### config.mk
export PLATFORM = sky130hd
export DESIGN_NAME = graph_traversal_order_core
export DESIGN_NICKNAME = d
export VERILOG_FILES = /design/src/rtl/core/gto_pkg.sv /design/src/rtl/core/gto_adj_store.sv /design/src/rtl/core/gto_work_list.sv /design/src/rtl/core/gto_out_stage.sv /design/src/rtl/core/graph_traversal_order_core.sv
export SDC_FILE = /design/constraint.sdc
export NUM_CORES = 1
export LEC_CHECK = 0
export BUFFER_PORTS_ARGS = -buffer_cell sky130_fd_sc_hd__buf_2
export CORE_ASPECT_RATIO = 0.6
export CORE_MARGIN = 2
export CORE_UTILIZATION = 56
export CTS_BUF_LIST = sky130_fd_sc_hd__clkbuf_8 sky130_fd_sc_hd__clkbuf_16
export CTS_CLUSTER_DIAMETER = 120
export DETAILED_ROUTE_END_ITERATION = 12
export PLACE_DENSITY = 0.78
export SYNTH_ARGS = -nofsm -noshare
export SYNTH_HDL_FRONTEND = slang
export SYNTH_HIERARCHICAL = 1
export SYNTH_SLANG_ARGS = --single-unit
### constraint.sdc
create_clock -name clk -period 3.45 [get_ports clk]
set_input_delay 0.69 -clock clk [delete_from_list [all_inputs] [get_ports clk]]
set_output_delay 0.69 -clock clk [all_outputs]
set_load 0.1 [all_outputs]
### src/rtl/core/gto_pkg.sv
`default_nettype none

package gto_pkg;

    // Field widths of the stream words
    localparam int VERTEX_W    = 4;
    localparam int WEIGHT_W    = 15;
    localparam int COUNT_W     = 5;
    localparam int IN_TDATA_W  = 32;
    localparam int OUT_TDATA_W = 8;

    // Weight that stands for a missing edge
    localparam logic [WEIGHT_W-1:0] NO_EDGE_INF = 15'd32767;

    // Input word kinds carried on tuser
    localparam logic CMD_LOAD     = 1'b0;
    localparam logic CMD_TRAVERSE = 1'b1;

    // Configuration register indexes
    localparam logic CFG_VERTEX_COUNT = 1'b0;
    localparam logic CFG_ORDER_MODE   = 1'b1;

    // Traversal order
    localparam logic MODE_BFS = 1'b0;
    localparam logic MODE_DFS = 1'b1;

    typedef enum logic [2:0] {
        ST_IDLE,
        ST_LOAD_WR,
        ST_BAD,
        ST_FETCH,
        ST_VREAD,
        ST_ROW,
        ST_FINISH
    } state_t;

    // Request from the sequencer to the output stage
    typedef struct packed {
        logic                push;
        logic                flush;
        logic                bad;
        logic [VERTEX_W-1:0] vertex;
    } emit_t;

    // What the output stage can take this cycle
    typedef struct packed {
        logic slot_free;
        logic push_ok;
    } out_stat_t;

endpackage

`default_nettype wire

### src/rtl/core/gto_adj_store.sv
`default_nettype none

module gto_adj_store #(
    parameter int NV = 16,
    parameter int IW = 4
) (
    input  wire logic          clk,
    input  wire logic          rst_n,
    input  wire logic          rd_en,
    input  wire logic [IW-1:0] rd_addr,
    output logic      [NV-1:0] rd_data,
    input  wire logic          wr_en,
    input  wire logic [IW-1:0] wr_addr,
    input  wire logic [NV-1:0] wr_data
);

    logic [NV-1:0] mem [NV];
    logic [NV-1:0] row_valid_reg;
    logic [NV-1:0] rd_data_reg;

    // Mark rows written since reset; an unwritten row reads as no edges
    always_ff @(posedge clk or negedge rst_n)
    begin
        if (!rst_n)
        begin
            row_valid_reg <= '0;
        end
        else if (wr_en)
        begin
            row_valid_reg[wr_addr] <= 1'b1;
        end
    end

    // Write one row
    always_ff @(posedge clk)
    begin
        if (wr_en)
        begin
            mem[wr_addr] <= wr_data;
        end
    end

    // Registered read, held until the next read
    always_ff @(posedge clk)
    begin
        if (rd_en)
        begin
            rd_data_reg <= row_valid_reg[rd_addr] ? mem[rd_addr] : '0;
        end
    end

    assign rd_data = rd_data_reg;

endmodule

`default_nettype wire

### src/rtl/core/gto_work_list.sv
`default_nettype none

module gto_work_list #(
    parameter int NV = 16,
    parameter int IW = 4
) (
    input  wire logic          clk,
    input  wire logic          rd_en,
    input  wire logic [IW-1:0] rd_addr,
    output logic      [IW-1:0] rd_data,
    input  wire logic          wr_en,
    input  wire logic [IW-1:0] wr_addr,
    input  wire logic [IW-1:0] wr_data
);

    logic [IW-1:0] mem [NV];
    logic [IW-1:0] rd_data_reg;

    // Write one queue or stack entry
    always_ff @(posedge clk)
    begin
        if (wr_en)
        begin
            mem[wr_addr] <= wr_data;
        end
    end

    // Registered read
    always_ff @(posedge clk)
    begin
        if (rd_en)
        begin
            rd_data_reg <= mem[rd_addr];
        end
    end

    assign rd_data = rd_data_reg;

endmodule

`default_nettype wire

### src/rtl/core/gto_out_stage.sv
`default_nettype none

module gto_out_stage (
    input  wire logic                         clk,
    input  wire logic                         rst_n,
    input  wire gto_pkg::emit_t               emit,
    output gto_pkg::out_stat_t                stat,
    output logic                              tvalid,
    input  wire logic                         tready,
    output logic [gto_pkg::VERTEX_W-1:0]      vertex,
    output logic                              tlast,
    output logic                              tuser
);

    logic                           pend_valid_reg;
    logic                           pend_valid_next;
    logic [gto_pkg::VERTEX_W-1:0]   pend_vertex_reg;
    logic [gto_pkg::VERTEX_W-1:0]   pend_vertex_next;
    logic                           out_valid_reg;
    logic                           out_valid_next;
    logic [gto_pkg::VERTEX_W-1:0]   out_vertex_reg;
    logic [gto_pkg::VERTEX_W-1:0]   out_vertex_next;
    logic                           out_last_reg;
    logic                           out_last_next;
    logic                           out_bad_reg;
    logic                           out_bad_next;
    logic                           slot_free;
    logic                           push_ok;

    // The newest vertex waits in the pending slot until it is known
    // whether another vertex follows it
    assign slot_free = !out_valid_reg || tready;
    assign push_ok   = !pend_valid_reg || slot_free;

    always_comb
    begin
        pend_valid_next  = pend_valid_reg;
        pend_vertex_next = pend_vertex_reg;
        out_valid_next   = out_valid_reg && !tready;
        out_vertex_next  = out_vertex_reg;
        out_last_next    = out_last_reg;
        out_bad_next     = out_bad_reg;

        if (emit.push && push_ok)
        begin
            // Retire the pending vertex as a middle word
            if (pend_valid_reg)
            begin
                out_valid_next  = 1'b1;
                out_vertex_next = pend_vertex_reg;
                out_last_next   = 1'b0;
                out_bad_next    = 1'b0;
            end
            pend_valid_next  = 1'b1;
            pend_vertex_next = emit.vertex;
        end
        else if (emit.flush && slot_free)
        begin
            // Retire the pending vertex as the final word
            out_valid_next  = 1'b1;
            out_vertex_next = pend_vertex_reg;
            out_last_next   = 1'b1;
            out_bad_next    = 1'b0;
            pend_valid_next = 1'b0;
        end
        else if (emit.bad && slot_free)
        begin
            out_valid_next  = 1'b1;
            out_vertex_next = '0;
            out_last_next   = 1'b1;
            out_bad_next    = 1'b1;
        end
    end

    always_ff @(posedge clk or negedge rst_n)
    begin
        if (!rst_n)
        begin
            pend_valid_reg <= 1'b0;
            out_valid_reg  <= 1'b0;
        end
        else
        begin
            pend_valid_reg <= pend_valid_next;
            out_valid_reg  <= out_valid_next;
        end
    end

    always_ff @(posedge clk)
    begin
        pend_vertex_reg <= pend_vertex_next;
        out_vertex_reg  <= out_vertex_next;
        out_last_reg    <= out_last_next;
        out_bad_reg     <= out_bad_next;
    end

    assign stat.slot_free = slot_free;
    assign stat.push_ok   = push_ok;
    assign tvalid         = out_valid_reg;
    assign vertex         = out_vertex_reg;
    assign tlast          = out_last_reg;
    assign tuser          = out_bad_reg;

endmodule

`default_nettype wire

### src/rtl/core/graph_traversal_order_core.sv
`default_nettype none

// Graph traversal core. A load word (tuser 0) writes one entry of the
// adjacency matrix; a weight of 0 or 32767 removes the edge, any other
// weight sets it, and rows or columns beyond the stored matrix are dropped.
// A load reads one matrix row and writes it back. A traverse
// word (tuser 1) clears the visited marks and streams out every vertex
// below vertex_count reachable from the start vertex, breadth first or
// depth first as order_mode selects, with neighbors taken in ascending
// index order and tlast on the final vertex. A start vertex not below
// vertex_count gives a single word with vertex 0, tlast and tuser set.
// Each vertex taken off the work list passes through a work list read,
// then an adjacency row read (both synchronous memories in series),
// before its neighbors appear; in breadth-first order the neighbors
// found are emitted from that one row read, in depth-first order each
// descent or backtrack step goes through both reads again.
// Input is accepted only between commands; the output register lets the
// block take the next command while the last result is still waiting.
module graph_traversal_order_core #(
    parameter int MAX_VERTICES = 16
) (
    input  wire logic                                clk,
    input  wire logic                                rst_n,
    input  wire logic                                s_axis_tvalid,
    output logic                                     s_axis_tready,
    // from_vertex[3:0], to_vertex[7:4], edge_weight[22:8],
    // start_vertex[26:23], zero[31:27]
    input  wire logic [gto_pkg::IN_TDATA_W-1:0]      s_axis_tdata,
    // cmd[0]
    input  wire logic                                s_axis_tuser,
    output logic                                     m_axis_tvalid,
    input  wire logic                                m_axis_tready,
    // visited_vertex[3:0], zero[7:4]
    output logic [gto_pkg::OUT_TDATA_W-1:0]          m_axis_tdata,
    output logic                                     m_axis_tlast,
    // bad_start[0]
    output logic                                     m_axis_tuser,
    input  wire logic                                cfg_we,
    input  wire logic                                cfg_index,
    input  wire logic [gto_pkg::COUNT_W-1:0]         cfg_data
);

    localparam int NV = (MAX_VERTICES < 16) ? MAX_VERTICES : 16;
    localparam int IW = $clog2(NV);
    localparam int PW = $clog2(NV + 1);
    localparam int CW = gto_pkg::COUNT_W;
    localparam int VW = gto_pkg::VERTEX_W;

    // Input word fields
    logic                           cmd;
    logic [VW-1:0]                  from_vertex;
    logic [VW-1:0]                  to_vertex;
    logic [gto_pkg::WEIGHT_W-1:0]   edge_weight;
    logic [VW-1:0]                  start_vertex;

    assign cmd          = s_axis_tuser;
    assign from_vertex  = s_axis_tdata[3:0];
    assign to_vertex    = s_axis_tdata[7:4];
    assign edge_weight  = s_axis_tdata[22:8];
    assign start_vertex = s_axis_tdata[26:23];

    // Configuration
    logic [CW-1:0] vertex_count_reg;
    logic          order_mode_reg;

    always_ff @(posedge clk or negedge rst_n)
    begin
        if (!rst_n)
        begin
            vertex_count_reg <= CW'(16);
            order_mode_reg   <= gto_pkg::MODE_BFS;
        end
        else if (cfg_we)
        begin
            unique case (cfg_index)
                gto_pkg::CFG_VERTEX_COUNT: vertex_count_reg <= cfg_data;
                gto_pkg::CFG_ORDER_MODE:   order_mode_reg   <= cfg_data[0];
                default:                   ;
            endcase
        end
    end

    // Effective vertex count and the columns it allows
    logic [CW-1:0] n_eff;
    logic [NV-1:0] col_mask;

    assign n_eff = (vertex_count_reg > CW'(NV)) ? CW'(NV) : vertex_count_reg;

    always_comb
    begin
        for (int j = 0; j < NV; j++)
        begin
            col_mask[j] = (CW'(j) < n_eff);
        end
    end

    // Memory ports
    logic          adj_rd_en;
    logic [IW-1:0] adj_rd_addr;
    logic [NV-1:0] adj_rd_data;
    logic          adj_wr_en;
    logic [IW-1:0] adj_wr_addr;
    logic [NV-1:0] adj_wr_data;
    logic          wl_rd_en;
    logic [IW-1:0] wl_rd_addr;
    logic [IW-1:0] wl_rd_data;
    logic          wl_wr_en;
    logic [IW-1:0] wl_wr_addr;
    logic [IW-1:0] wl_wr_data;

    gto_adj_store #(
        .NV (NV),
        .IW (IW)
    ) u_adj_store (
        .clk     (clk),
        .rst_n   (rst_n),
        .rd_en   (adj_rd_en),
        .rd_addr (adj_rd_addr),
        .rd_data (adj_rd_data),
        .wr_en   (adj_wr_en),
        .wr_addr (adj_wr_addr),
        .wr_data (adj_wr_data)
    );

    gto_work_list #(
        .NV (NV),
        .IW (IW)
    ) u_work_list (
        .clk     (clk),
        .rd_en   (wl_rd_en),
        .rd_addr (wl_rd_addr),
        .rd_data (wl_rd_data),
        .wr_en   (wl_wr_en),
        .wr_addr (wl_wr_addr),
        .wr_data (wl_wr_data)
    );

    // Output stage
    gto_pkg::emit_t     emit;
    gto_pkg::out_stat_t out_stat;
    logic [VW-1:0]      out_vertex;

    gto_out_stage u_out_stage (
        .clk    (clk),
        .rst_n  (rst_n),
        .emit   (emit),
        .stat   (out_stat),
        .tvalid (m_axis_tvalid),
        .tready (m_axis_tready),
        .vertex (out_vertex),
        .tlast  (m_axis_tlast),
        .tuser  (m_axis_tuser)
    );

    assign m_axis_tdata = gto_pkg::OUT_TDATA_W'(out_vertex);

    // Sequencer state
    gto_pkg::state_t state_reg;
    gto_pkg::state_t state_next;
    logic [PW-1:0]   head_reg;
    logic [PW-1:0]   head_next;
    logic [PW-1:0]   tail_reg;
    logic [PW-1:0]   tail_next;
    logic [PW-1:0]   tail_m1;
    logic [NV-1:0]   visited_reg;
    logic [NV-1:0]   visited_next;
    logic [IW-1:0]   ld_row_reg;
    logic [IW-1:0]   ld_row_next;
    logic [IW-1:0]   ld_col_reg;
    logic [IW-1:0]   ld_col_next;
    logic            ld_set_reg;
    logic            ld_set_next;
    logic            ld_en_reg;
    logic            ld_en_next;

    // Unvisited neighbors of the row just read, lowest first
    logic [NV-1:0] cand;
    logic          cand_any;
    logic [IW-1:0] low_idx;
    logic [NV-1:0] low_bit;
    logic [NV-1:0] ld_bit;
    logic          edge_present;
    logic          load_in_range;
    logic          start_bad;

    assign cand     = adj_rd_data & ~visited_reg & col_mask;
    assign cand_any = |cand;
    assign low_bit  = NV'(1) << low_idx;
    assign ld_bit   = NV'(1) << ld_col_reg;
    assign tail_m1  = tail_reg - PW'(1);

    always_comb
    begin
        low_idx = '0;
        for (int k = NV - 1; k >= 0; k--)
        begin
            if (cand[k])
            begin
                low_idx = IW'(k);
            end
        end
    end

    assign edge_present  = (edge_weight != '0) && (edge_weight != gto_pkg::NO_EDGE_INF);
    assign load_in_range = (CW'(from_vertex) < CW'(NV)) && (CW'(to_vertex) < CW'(NV));
    assign start_bad     = (CW'(start_vertex) >= n_eff);

    // Next state and memory commands
    always_comb
    begin
        state_next    = state_reg;
        head_next     = head_reg;
        tail_next     = tail_reg;
        visited_next  = visited_reg;
        ld_row_next   = ld_row_reg;
        ld_col_next   = ld_col_reg;
        ld_set_next   = ld_set_reg;
        ld_en_next    = ld_en_reg;
        s_axis_tready = 1'b0;
        adj_rd_en     = 1'b0;
        adj_rd_addr   = wl_rd_data;
        adj_wr_en     = 1'b0;
        adj_wr_addr   = ld_row_reg;
        adj_wr_data   = ld_set_reg ? (adj_rd_data | ld_bit) : (adj_rd_data & ~ld_bit);
        wl_rd_en      = 1'b0;
        wl_rd_addr    = head_reg[IW-1:0];
        wl_wr_en      = 1'b0;
        wl_wr_addr    = tail_reg[IW-1:0];
        wl_wr_data    = low_idx;
        emit          = '0;
        emit.vertex   = VW'(low_idx);

        unique case (state_reg)
            gto_pkg::ST_IDLE:
            begin
                s_axis_tready = 1'b1;
                if (s_axis_tvalid)
                begin
                    if (cmd == gto_pkg::CMD_LOAD)
                    begin
                        // Read the row, patch one bit next cycle
                        adj_rd_en   = 1'b1;
                        adj_rd_addr = from_vertex[IW-1:0];
                        ld_row_next = from_vertex[IW-1:0];
                        ld_col_next = to_vertex[IW-1:0];
                        ld_set_next = edge_present;
                        ld_en_next  = load_in_range;
                        state_next  = gto_pkg::ST_LOAD_WR;
                    end
                    else if (start_bad)
                    begin
                        visited_next = '0;
                        state_next   = gto_pkg::ST_BAD;
                    end
                    else
                    begin
                        // Visit the start vertex and seed the work list
                        visited_next = NV'(1) << start_vertex[IW-1:0];
                        emit.push    = 1'b1;
                        emit.vertex  = start_vertex;
                        wl_wr_en     = 1'b1;
                        wl_wr_addr   = '0;
                        wl_wr_data   = start_vertex[IW-1:0];
                        head_next    = '0;
                        tail_next    = PW'(1);
                        state_next   = gto_pkg::ST_FETCH;
                    end
                end
            end

            gto_pkg::ST_LOAD_WR:
            begin
                adj_wr_en  = ld_en_reg;
                state_next = gto_pkg::ST_IDLE;
            end

            gto_pkg::ST_BAD:
            begin
                emit.bad = 1'b1;
                if (out_stat.slot_free)
                begin
                    state_next = gto_pkg::ST_IDLE;
                end
            end

            gto_pkg::ST_FETCH:
            begin
                // Take the next vertex off the queue or the stack top
                if (order_mode_reg == gto_pkg::MODE_DFS)
                begin
                    if (tail_reg == '0)
                    begin
                        state_next = gto_pkg::ST_FINISH;
                    end
                    else
                    begin
                        wl_rd_en   = 1'b1;
                        wl_rd_addr = tail_m1[IW-1:0];
                        state_next = gto_pkg::ST_VREAD;
                    end
                end
                else
                begin
                    if (head_reg == tail_reg)
                    begin
                        state_next = gto_pkg::ST_FINISH;
                    end
                    else
                    begin
                        wl_rd_en   = 1'b1;
                        head_next  = head_reg + PW'(1);
                        state_next = gto_pkg::ST_VREAD;
                    end
                end
            end

            gto_pkg::ST_VREAD:
            begin
                adj_rd_en  = 1'b1;
                state_next = gto_pkg::ST_ROW;
            end

            gto_pkg::ST_ROW:
            begin
                if (cand_any)
                begin
                    // Visit the lowest unvisited neighbor when the output can take it
                    emit.push = 1'b1;
                    if (out_stat.push_ok)
                    begin
                        visited_next = visited_reg | low_bit;
                        wl_wr_en     = 1'b1;
                        tail_next    = tail_reg + PW'(1);
                        if (order_mode_reg == gto_pkg::MODE_DFS)
                        begin
                            state_next = gto_pkg::ST_FETCH;
                        end
                    end
                end
                else
                begin
                    // Row exhausted: backtrack in depth-first order
                    if (order_mode_reg == gto_pkg::MODE_DFS)
                    begin
                        tail_next = tail_m1;
                    end
                    state_next = gto_pkg::ST_FETCH;
                end
            end

            gto_pkg::ST_FINISH:
            begin
                emit.flush = 1'b1;
                if (out_stat.slot_free)
                begin
                    state_next = gto_pkg::ST_IDLE;
                end
            end

            default:
            begin
                state_next = gto_pkg::ST_IDLE;
            end
        endcase
    end

    always_ff @(posedge clk or negedge rst_n)
    begin
        if (!rst_n)
        begin
            state_reg   <= gto_pkg::ST_IDLE;
            head_reg    <= '0;
            tail_reg    <= '0;
            visited_reg <= '0;
            ld_en_reg   <= 1'b0;
        end
        else
        begin
            state_reg   <= state_next;
            head_reg    <= head_next;
            tail_reg    <= tail_next;
            visited_reg <= visited_next;
            ld_en_reg   <= ld_en_next;
        end
    end

    always_ff @(posedge clk)
    begin
        ld_row_reg <= ld_row_next;
        ld_col_reg <= ld_col_next;
        ld_set_reg <= ld_set_next;
    end

endmodule

`default_nettype wire

-- Word-level counts from Yosys, hierarchy flattened
Memory sizes are Yosys's and may differ from the RTL's. A register that Yosys moved wholly into a read port is not among the register bits.
Cells that the tools add are included.
- reductions and logical operators: 29
- $lt $le $gt $ge: 21
- muxes and demuxes: 105
- shift operators: 3
- bitwise gates (word level): 10
- eq/ne operators: 20
- add/subtract/negate cells: 3
- operators with widths (kind ; count):
    $mux W4 ; 34
    $mux W16 ; 6
    $mux W5 ; 12
    $and A16 B16 Y16 ; 3
    $or A16 B16 Y16 ; 3
    $shl A1 B4 Y16 const A ; 3
    $lt A4 B5 Y1 const A ; 8
    $mux W1 ; 35
    $not A16 Y16 ; 2
    $pmux W16 S2 ; 1
    $lt A3 B5 Y1 const A ; 4
    $pmux W5 S2 ; 2
    $mux W3 ; 6
    $reduce_or A16 Y1 ; 1
    $ne A15 B15 Y1 const B ; 1
    $pmux W3 S5 ; 1
    $reduce_bool A15 Y1 ; 1
    $ne A2 B2 Y1 const B ; 6
    $reduce_and A6 Y1 ; 2
    $add A5 B1 Y5 const B ; 2
    $lt A1 B5 Y1 const A ; 2
    $lt A2 B5 Y1 const A ; 2
    $lt A4 B5 Y1 const B ; 2
    $eq A3 B3 Y1 const B ; 3
    other kinds (27) ; 49
- input bits: 44
- output and inout bits: 12
- RAM bits: 320
- memories kept: 2
- flip-flop bits (word level): 73
- memories (memory ; words ; width ; read ports ; clocked after memory_dff ; wr ports ; RTL line ; RTL):
    u_adj_store.mem ; 16 ; 16 ; 1 ; 1 ; 1 ; gto_adj_store.sv:17 ; logic [NV-1:0] mem [NV];
    u_work_list.mem ; 16 ; 4 ; 1 ; 1 ; 1 ; gto_work_list.sv:16 ; logic [IW-1:0] mem [NV];

-- Logic depth before layout (Yosys ltp)
- depth in word-level cells: 25
- gate-level depth with buffers: 12
- depth with buffers taken out: 10

-- Modules after synthesis
Netlist, hierarchy kept.
- by module, submodules not included (module ; seq. area each (um^2) ; cells each ; instances ; area an instance (um^2)):
    gto_adj_store ; 8568.2 ; 474 ; 1 ; 10913.0
    graph_traversal_order_core ; 1172.4 ; 434 ; 1 ; 3673.5
    gto_work_list ; 2042.0 ; 130 ; 1 ; 2706.3
    gto_out_stage ; 350.3 ; 30 ; 1 ; 490.5

-- Least setup slack after synthesis
OpenSTA, ideal clock, no wires.
- path kind: register -> register
- from: reg state_reg[1]
- to: reg u_adj_store.rd_data_reg[0] (netlist: u_adj_store/rd_data[0]) (read register of u_adj_store.mem) (data pin)
- path slack: -1961 ps
- setup time: 261 ps
- data required time: 3189 ps
- path buffers: 2
- cell stages (with the launch flop): 11
- arrival: 5151 ps
- cells stage by stage: dfrtp_1 nor3_1 nand2_1 nor2_1 mux2_2 buf_6 mux4_2 a22o_4 nor2_8 buf_12 a21oi_2
- word-level cells in the longest chain between the ends: 5
- elaborated cells between the ends (all ways): 7
- those cells by class: eq/ne (1); mux (4); reduce/logical (2)
- RTL lines (what ; RTL line ; RTL):
    start, declared ; graph_traversal_order_core.sv:158 ; gto_pkg::state_t state_reg;
    start signal, assigned ; graph_traversal_order_core.sv:371 ; state_reg <= gto_pkg::ST_IDLE;
    start signal, assigned ; graph_traversal_order_core.sv:379 ; state_reg <= state_next;
    $logic_not A3 Y1 * ; graph_traversal_order_core.sv:233 ; unique case (state_reg)
    $mux W4 * ; graph_traversal_order_core.sv:233 ;
    named net adj_rd_addr[2] ; graph_traversal_order_core.sv:99 ; logic [IW-1:0] adj_rd_addr;
    $bmux W1 S4 ; gto_adj_store.sv:48 ; rd_data_reg <= row_valid_reg[rd_addr] ? mem[rd_addr] : '0;
    $mux W1 (implied by the code) ; gto_adj_store.sv:48 ;
    $logic_not A1 Y1 (no source line) ; n/a ;
    end, declared ; gto_adj_store.sv:19 ; logic [NV-1:0] rd_data_reg;
The timed path passes the listed nets; every way through them passes the cells marked *. The select of a mux whose other input is x is not followed.
A chain may end at the register's enable or synchronous reset.

-- Worst setup path in the final report
- from: reg vertex_count_reg[4]
- to: mem u_work_list.mem[8][0] (netlist: u_work_list/mem[2][0]) (enable)
- word-level cells in the longest chain between the ends: 9
- elaborated cells between the ends (all ways): 32
- those cells by class: order compare (18); mux (12); bitwise (1); reduce/logical (1)
- RTL lines (what ; RTL line ; RTL):
    start, declared ; graph_traversal_order_core.sv:63 ; logic [CW-1:0] vertex_count_reg;
    start signal, assigned ; graph_traversal_order_core.sv:76 ; gto_pkg::CFG_VERTEX_COUNT: vertex_count_reg <= cfg_data;
    $gt A5 B5 Y1 ; graph_traversal_order_core.sv:87 ; assign n_eff = (vertex_count_reg > CW'(NV)) ? CW'(NV) : vertex_count_reg;
    $mux W5 * ; graph_traversal_order_core.sv:87 ;
    $lt A1 B5 Y1, or another cell as far along ; graph_traversal_order_core.sv:93 ; col_mask[j] = (CW'(j) < n_eff);
    $and A16 B16 Y16 or $mux W1 (tied branches) ; graph_traversal_order_core.sv:186, graph_traversal_order_core.sv:250 ;
    $reduce_or A16 Y1 or $mux W1 (tied branches) ; graph_traversal_order_core.sv:187, graph_traversal_order_core.sv:239 ;
    $mux W1 (on tied branches) ; graph_traversal_order_core.sv:325, graph_traversal_order_core.sv:237 ;
    $pmux W1 S2 * ; graph_traversal_order_core.sv:233 ;
    named net wl_wr_en ; graph_traversal_order_core.sv:107 ; logic wl_wr_en;
    $mux W1 * ; gto_work_list.sv:22 ; if (wr_en)
    $mux W1 (implied by the code) * ; gto_work_list.sv:24 ; mem[wr_addr] <= wr_data;
    end, declared ; gto_work_list.sv:16 ;
The timed path passes the listed nets; every way through them passes the cells marked *.

==> flow_summary.toml <==
[synth]
synth_seq_area_share = 0.682
netlist_instances = 1068
synth_edf_count = 359
synthTopCellsByCount = "edfxtp_1 (359), nor2_1 (85), mux4_2 (69), dfrtp_1 (53), nand2_1 (40)"
synthDominantCellAreaShare = 0.606
synth_async_sr_flop_share = 0.131
ys.flop_type = "edfxtp_1"
yosys.area.top_type = "edfxtp_1"
ys_ff_latch = 413
synth.distinct_cells = 81
syn_area_um2 = 17800
yosysMostFrequentCell = "edfxtp_1"
synth.avg_cell_area_um2 = 16.7
yosys_warnings = 6
synthTopCellsByArea = "edfxtp_1 (61%), mux4_2 (8.7%), dfrtp_1 (7.5%), mux4_1 (2.2%), nor2_1 (1.8%)"

[power_and_ir_drop]
clkPwrFrac = 0.275
p_comb_frac = 0.280
p_leak_nw = 6.94
intPower_mw = 10.0
switching_share = 0.318
seqPwrFrac = 0.446
p_total_mw = 14.7
p_switching_mw = 4.68
powerDensity_nw_per_um2 = 729
ir_drop_mv = 0.485

[worst_setup_path]
critPathMaxStageDelay_ns = 0.56
crit_fanout = 16
worst_ep_arrival_time_ns = 3.47
timing.critical_path.buf_inv = 1
r2r_slack_ns = 0.18
crit_chain = "buf_4 > nor2_2 > nor4b_2 > nor4_1 > nand4_1 > nand3_1 > nand2_1 > or3b_2 > nor2_1"
crit_slowest_cell = "nor4b_2"
path_class = "reg -> reg"
crit_required_ns = 3.65
cp-start-kind = "flip-flop"
cp-end-kind = "flip-flop"
cp_top_family = "simple AND/OR/NAND/NOR gates"

[cts]
h-tree-depth = 2
cts_tree = "yes"
clkSlewWorstSetupHoldPaths_ns = 0.07
clock_latency_ns = 0.54
cts-root-buf = "clkbuf_16"
clkSinkCount = 413
post_cts_buffers = 0
clockBufferDepth = 3
cts_buffers = 38

[routing]
vias = 10500
detail-route-antenna-nets = 0
viasPerCell = 6.41
drcViolationCount = 0
drt-wirelength-per-cell_um = 25.3
wirelength_mm = 41.2
drt_first_pass_iters = 6
drt_first_iter_violations = 1559

[timing]
rsz0062_at_grt = "no"
slew_violations = 0
setup_viol = 0
slew_headroom = 0.400
finalHoldViolCount = 0
fmax_ghz = 0.306
hold-worst-slack_ns = 0.271
finalCritPeriodShare = 0.947
setup_slack_ns = 0.182
fin_skew_ns = 0.0223
worst_pin_slew_ns = 0.899
fin_crit_ns = 3.27

[cells_and_area]
fillers = 2103
largestRegisters = "u_adj_store/mem: 256 flops, u_work_list/mem: 64 flops"
largest_reg_flops = 256
top_register = "u_adj_store/mem"
nets = 1241
final_cells = 1632
area_delta_synth_final_pct = 13.4
final_layout_size_suffix_gt1_frac = 0.290
diodes = 0

[floorplanning]
fp.dieW_um = 234
fp.dieH_um = 142
rows = 50
start_util = 0.570
coreArea_um2 = 31200
design.die.area_um2 = 33200
num_io_pins = 56

[global_routing]
grt_pass1_wl_mm = 62.0
antenna_found_initial = 0
grt.overflow.total = 0
track_usage = 0.254
grt_pass1_vias = 10200
grt_max_degree = 40

[worst_hold_path]
hold_path.class = "in -> async"

[placed_design]
placed_cells = 1565
dpl_worst_slack_ns = -0.0579
hpwl_mm = 27.9
portBuffers = 46
gp_congestion = 0.940

[job]
cap_violations = 0

[run_status]
outcome = "complete, no violations"
## kinds of logic after synthesis
family,share of synthesized area
buffers and inverters,0.0217
xor gates and xnor gates,0.00542
adders and majority gates,0.00563
AOI/OAI and AO/OA,0.0713
DFF,0.682
other,0.000211
and+or+nand+nor,0.0840
muxes,0.130
## cell usage in the layout, fill, tap and decap left out, drive strengths merged, types with 16 or more instances in the layout
cell	netlist	layout
dfrtp	53	53
edfxtp	359	359
or2	21	21
a22oi	37	37
mux4	84	84
o21ai	17	17
mux2	28	28
o22ai	16	16
clkbuf	19	40
nand3	20	20
nor2	87	87
nor3	25	25
a21oi	33	33
nand2b	19	19
nand2	42	42
inv	12	21
buf	33	130
## area by class of cell
cell class,count,area [um2],share of cell area
clock buffers,40,990,0.0491
flip-flops and latches,413,12100,0.602
well taps,416,520,0.0258
multi-input cells,594,5400,0.268
clock inverters,27,185,0.00918
repair buffers,130,898,0.0445
inverters,12,45.0,0.00223
## per-layer routing
metal,wire length (um),track usage
met5,0,0
met4,586,0.0500
met3,4750,0.0611
met2,17400,0.347
met1,18500,0.417
## worst paths after layout
path	startpoint	endpoint	cells past startpoint
hold reg to reg	u_adj_store/row_valid_reg[4]	u_adj_store/row_valid_reg[4]	1
setup / recovery	vertex_count_reg[4]	u_work_list/mem[2][0]	9
hold / removal	rst_n	vertex_count_reg[1]	1
setup reg to reg	vertex_count_reg[4]	u_work_list/mem[2][0]	9
max in group asynchronous	rst_n	u_adj_store/row_valid_reg[6]	2
min in group clk	s_axis_tdata[5]	ld_col_reg[1]	1
## per-stage QoR
| step | util | TNS (ns) | cell area (um2) |
|---|---|---|---|
| after detailed placement | 0.608 | -0.442 | 19000 |
| final | 0.646 | 0 | 20200 |
| after global routing | 0.646 | 0 | 20200 |
| after floorplan | - | -0.716 | 17900 |
| after global placement | 0.608 | 0 | 19000 |
| after CTS | 0.645 | 0 | 20200 |
## what timing repair did
item | 4_1_cts | 5_1_grt
resized for setup | 0 | 4
hold buffers | 0 | 0
setup endpoints to repair | 0 | 14
## power groups by stage
| stage | clock (mW) | combinational (mW) | sequential (mW) |
|---|---|---|---|
| final | 4.04 | 4.11 | 6.55 |
| after global routing | 4.30 | 4.41 | 6.58 |
| after CTS | 4.10 | 4.06 | 6.54 |
| after detailed placement | 0 | 4.04 | 6.64 |
| after global placement | 0 | 3.95 | 6.62 |
| after floorplan | 0 | 2.69 | 6.77 |
Note: power is estimated with default switching activity, not from simulation.
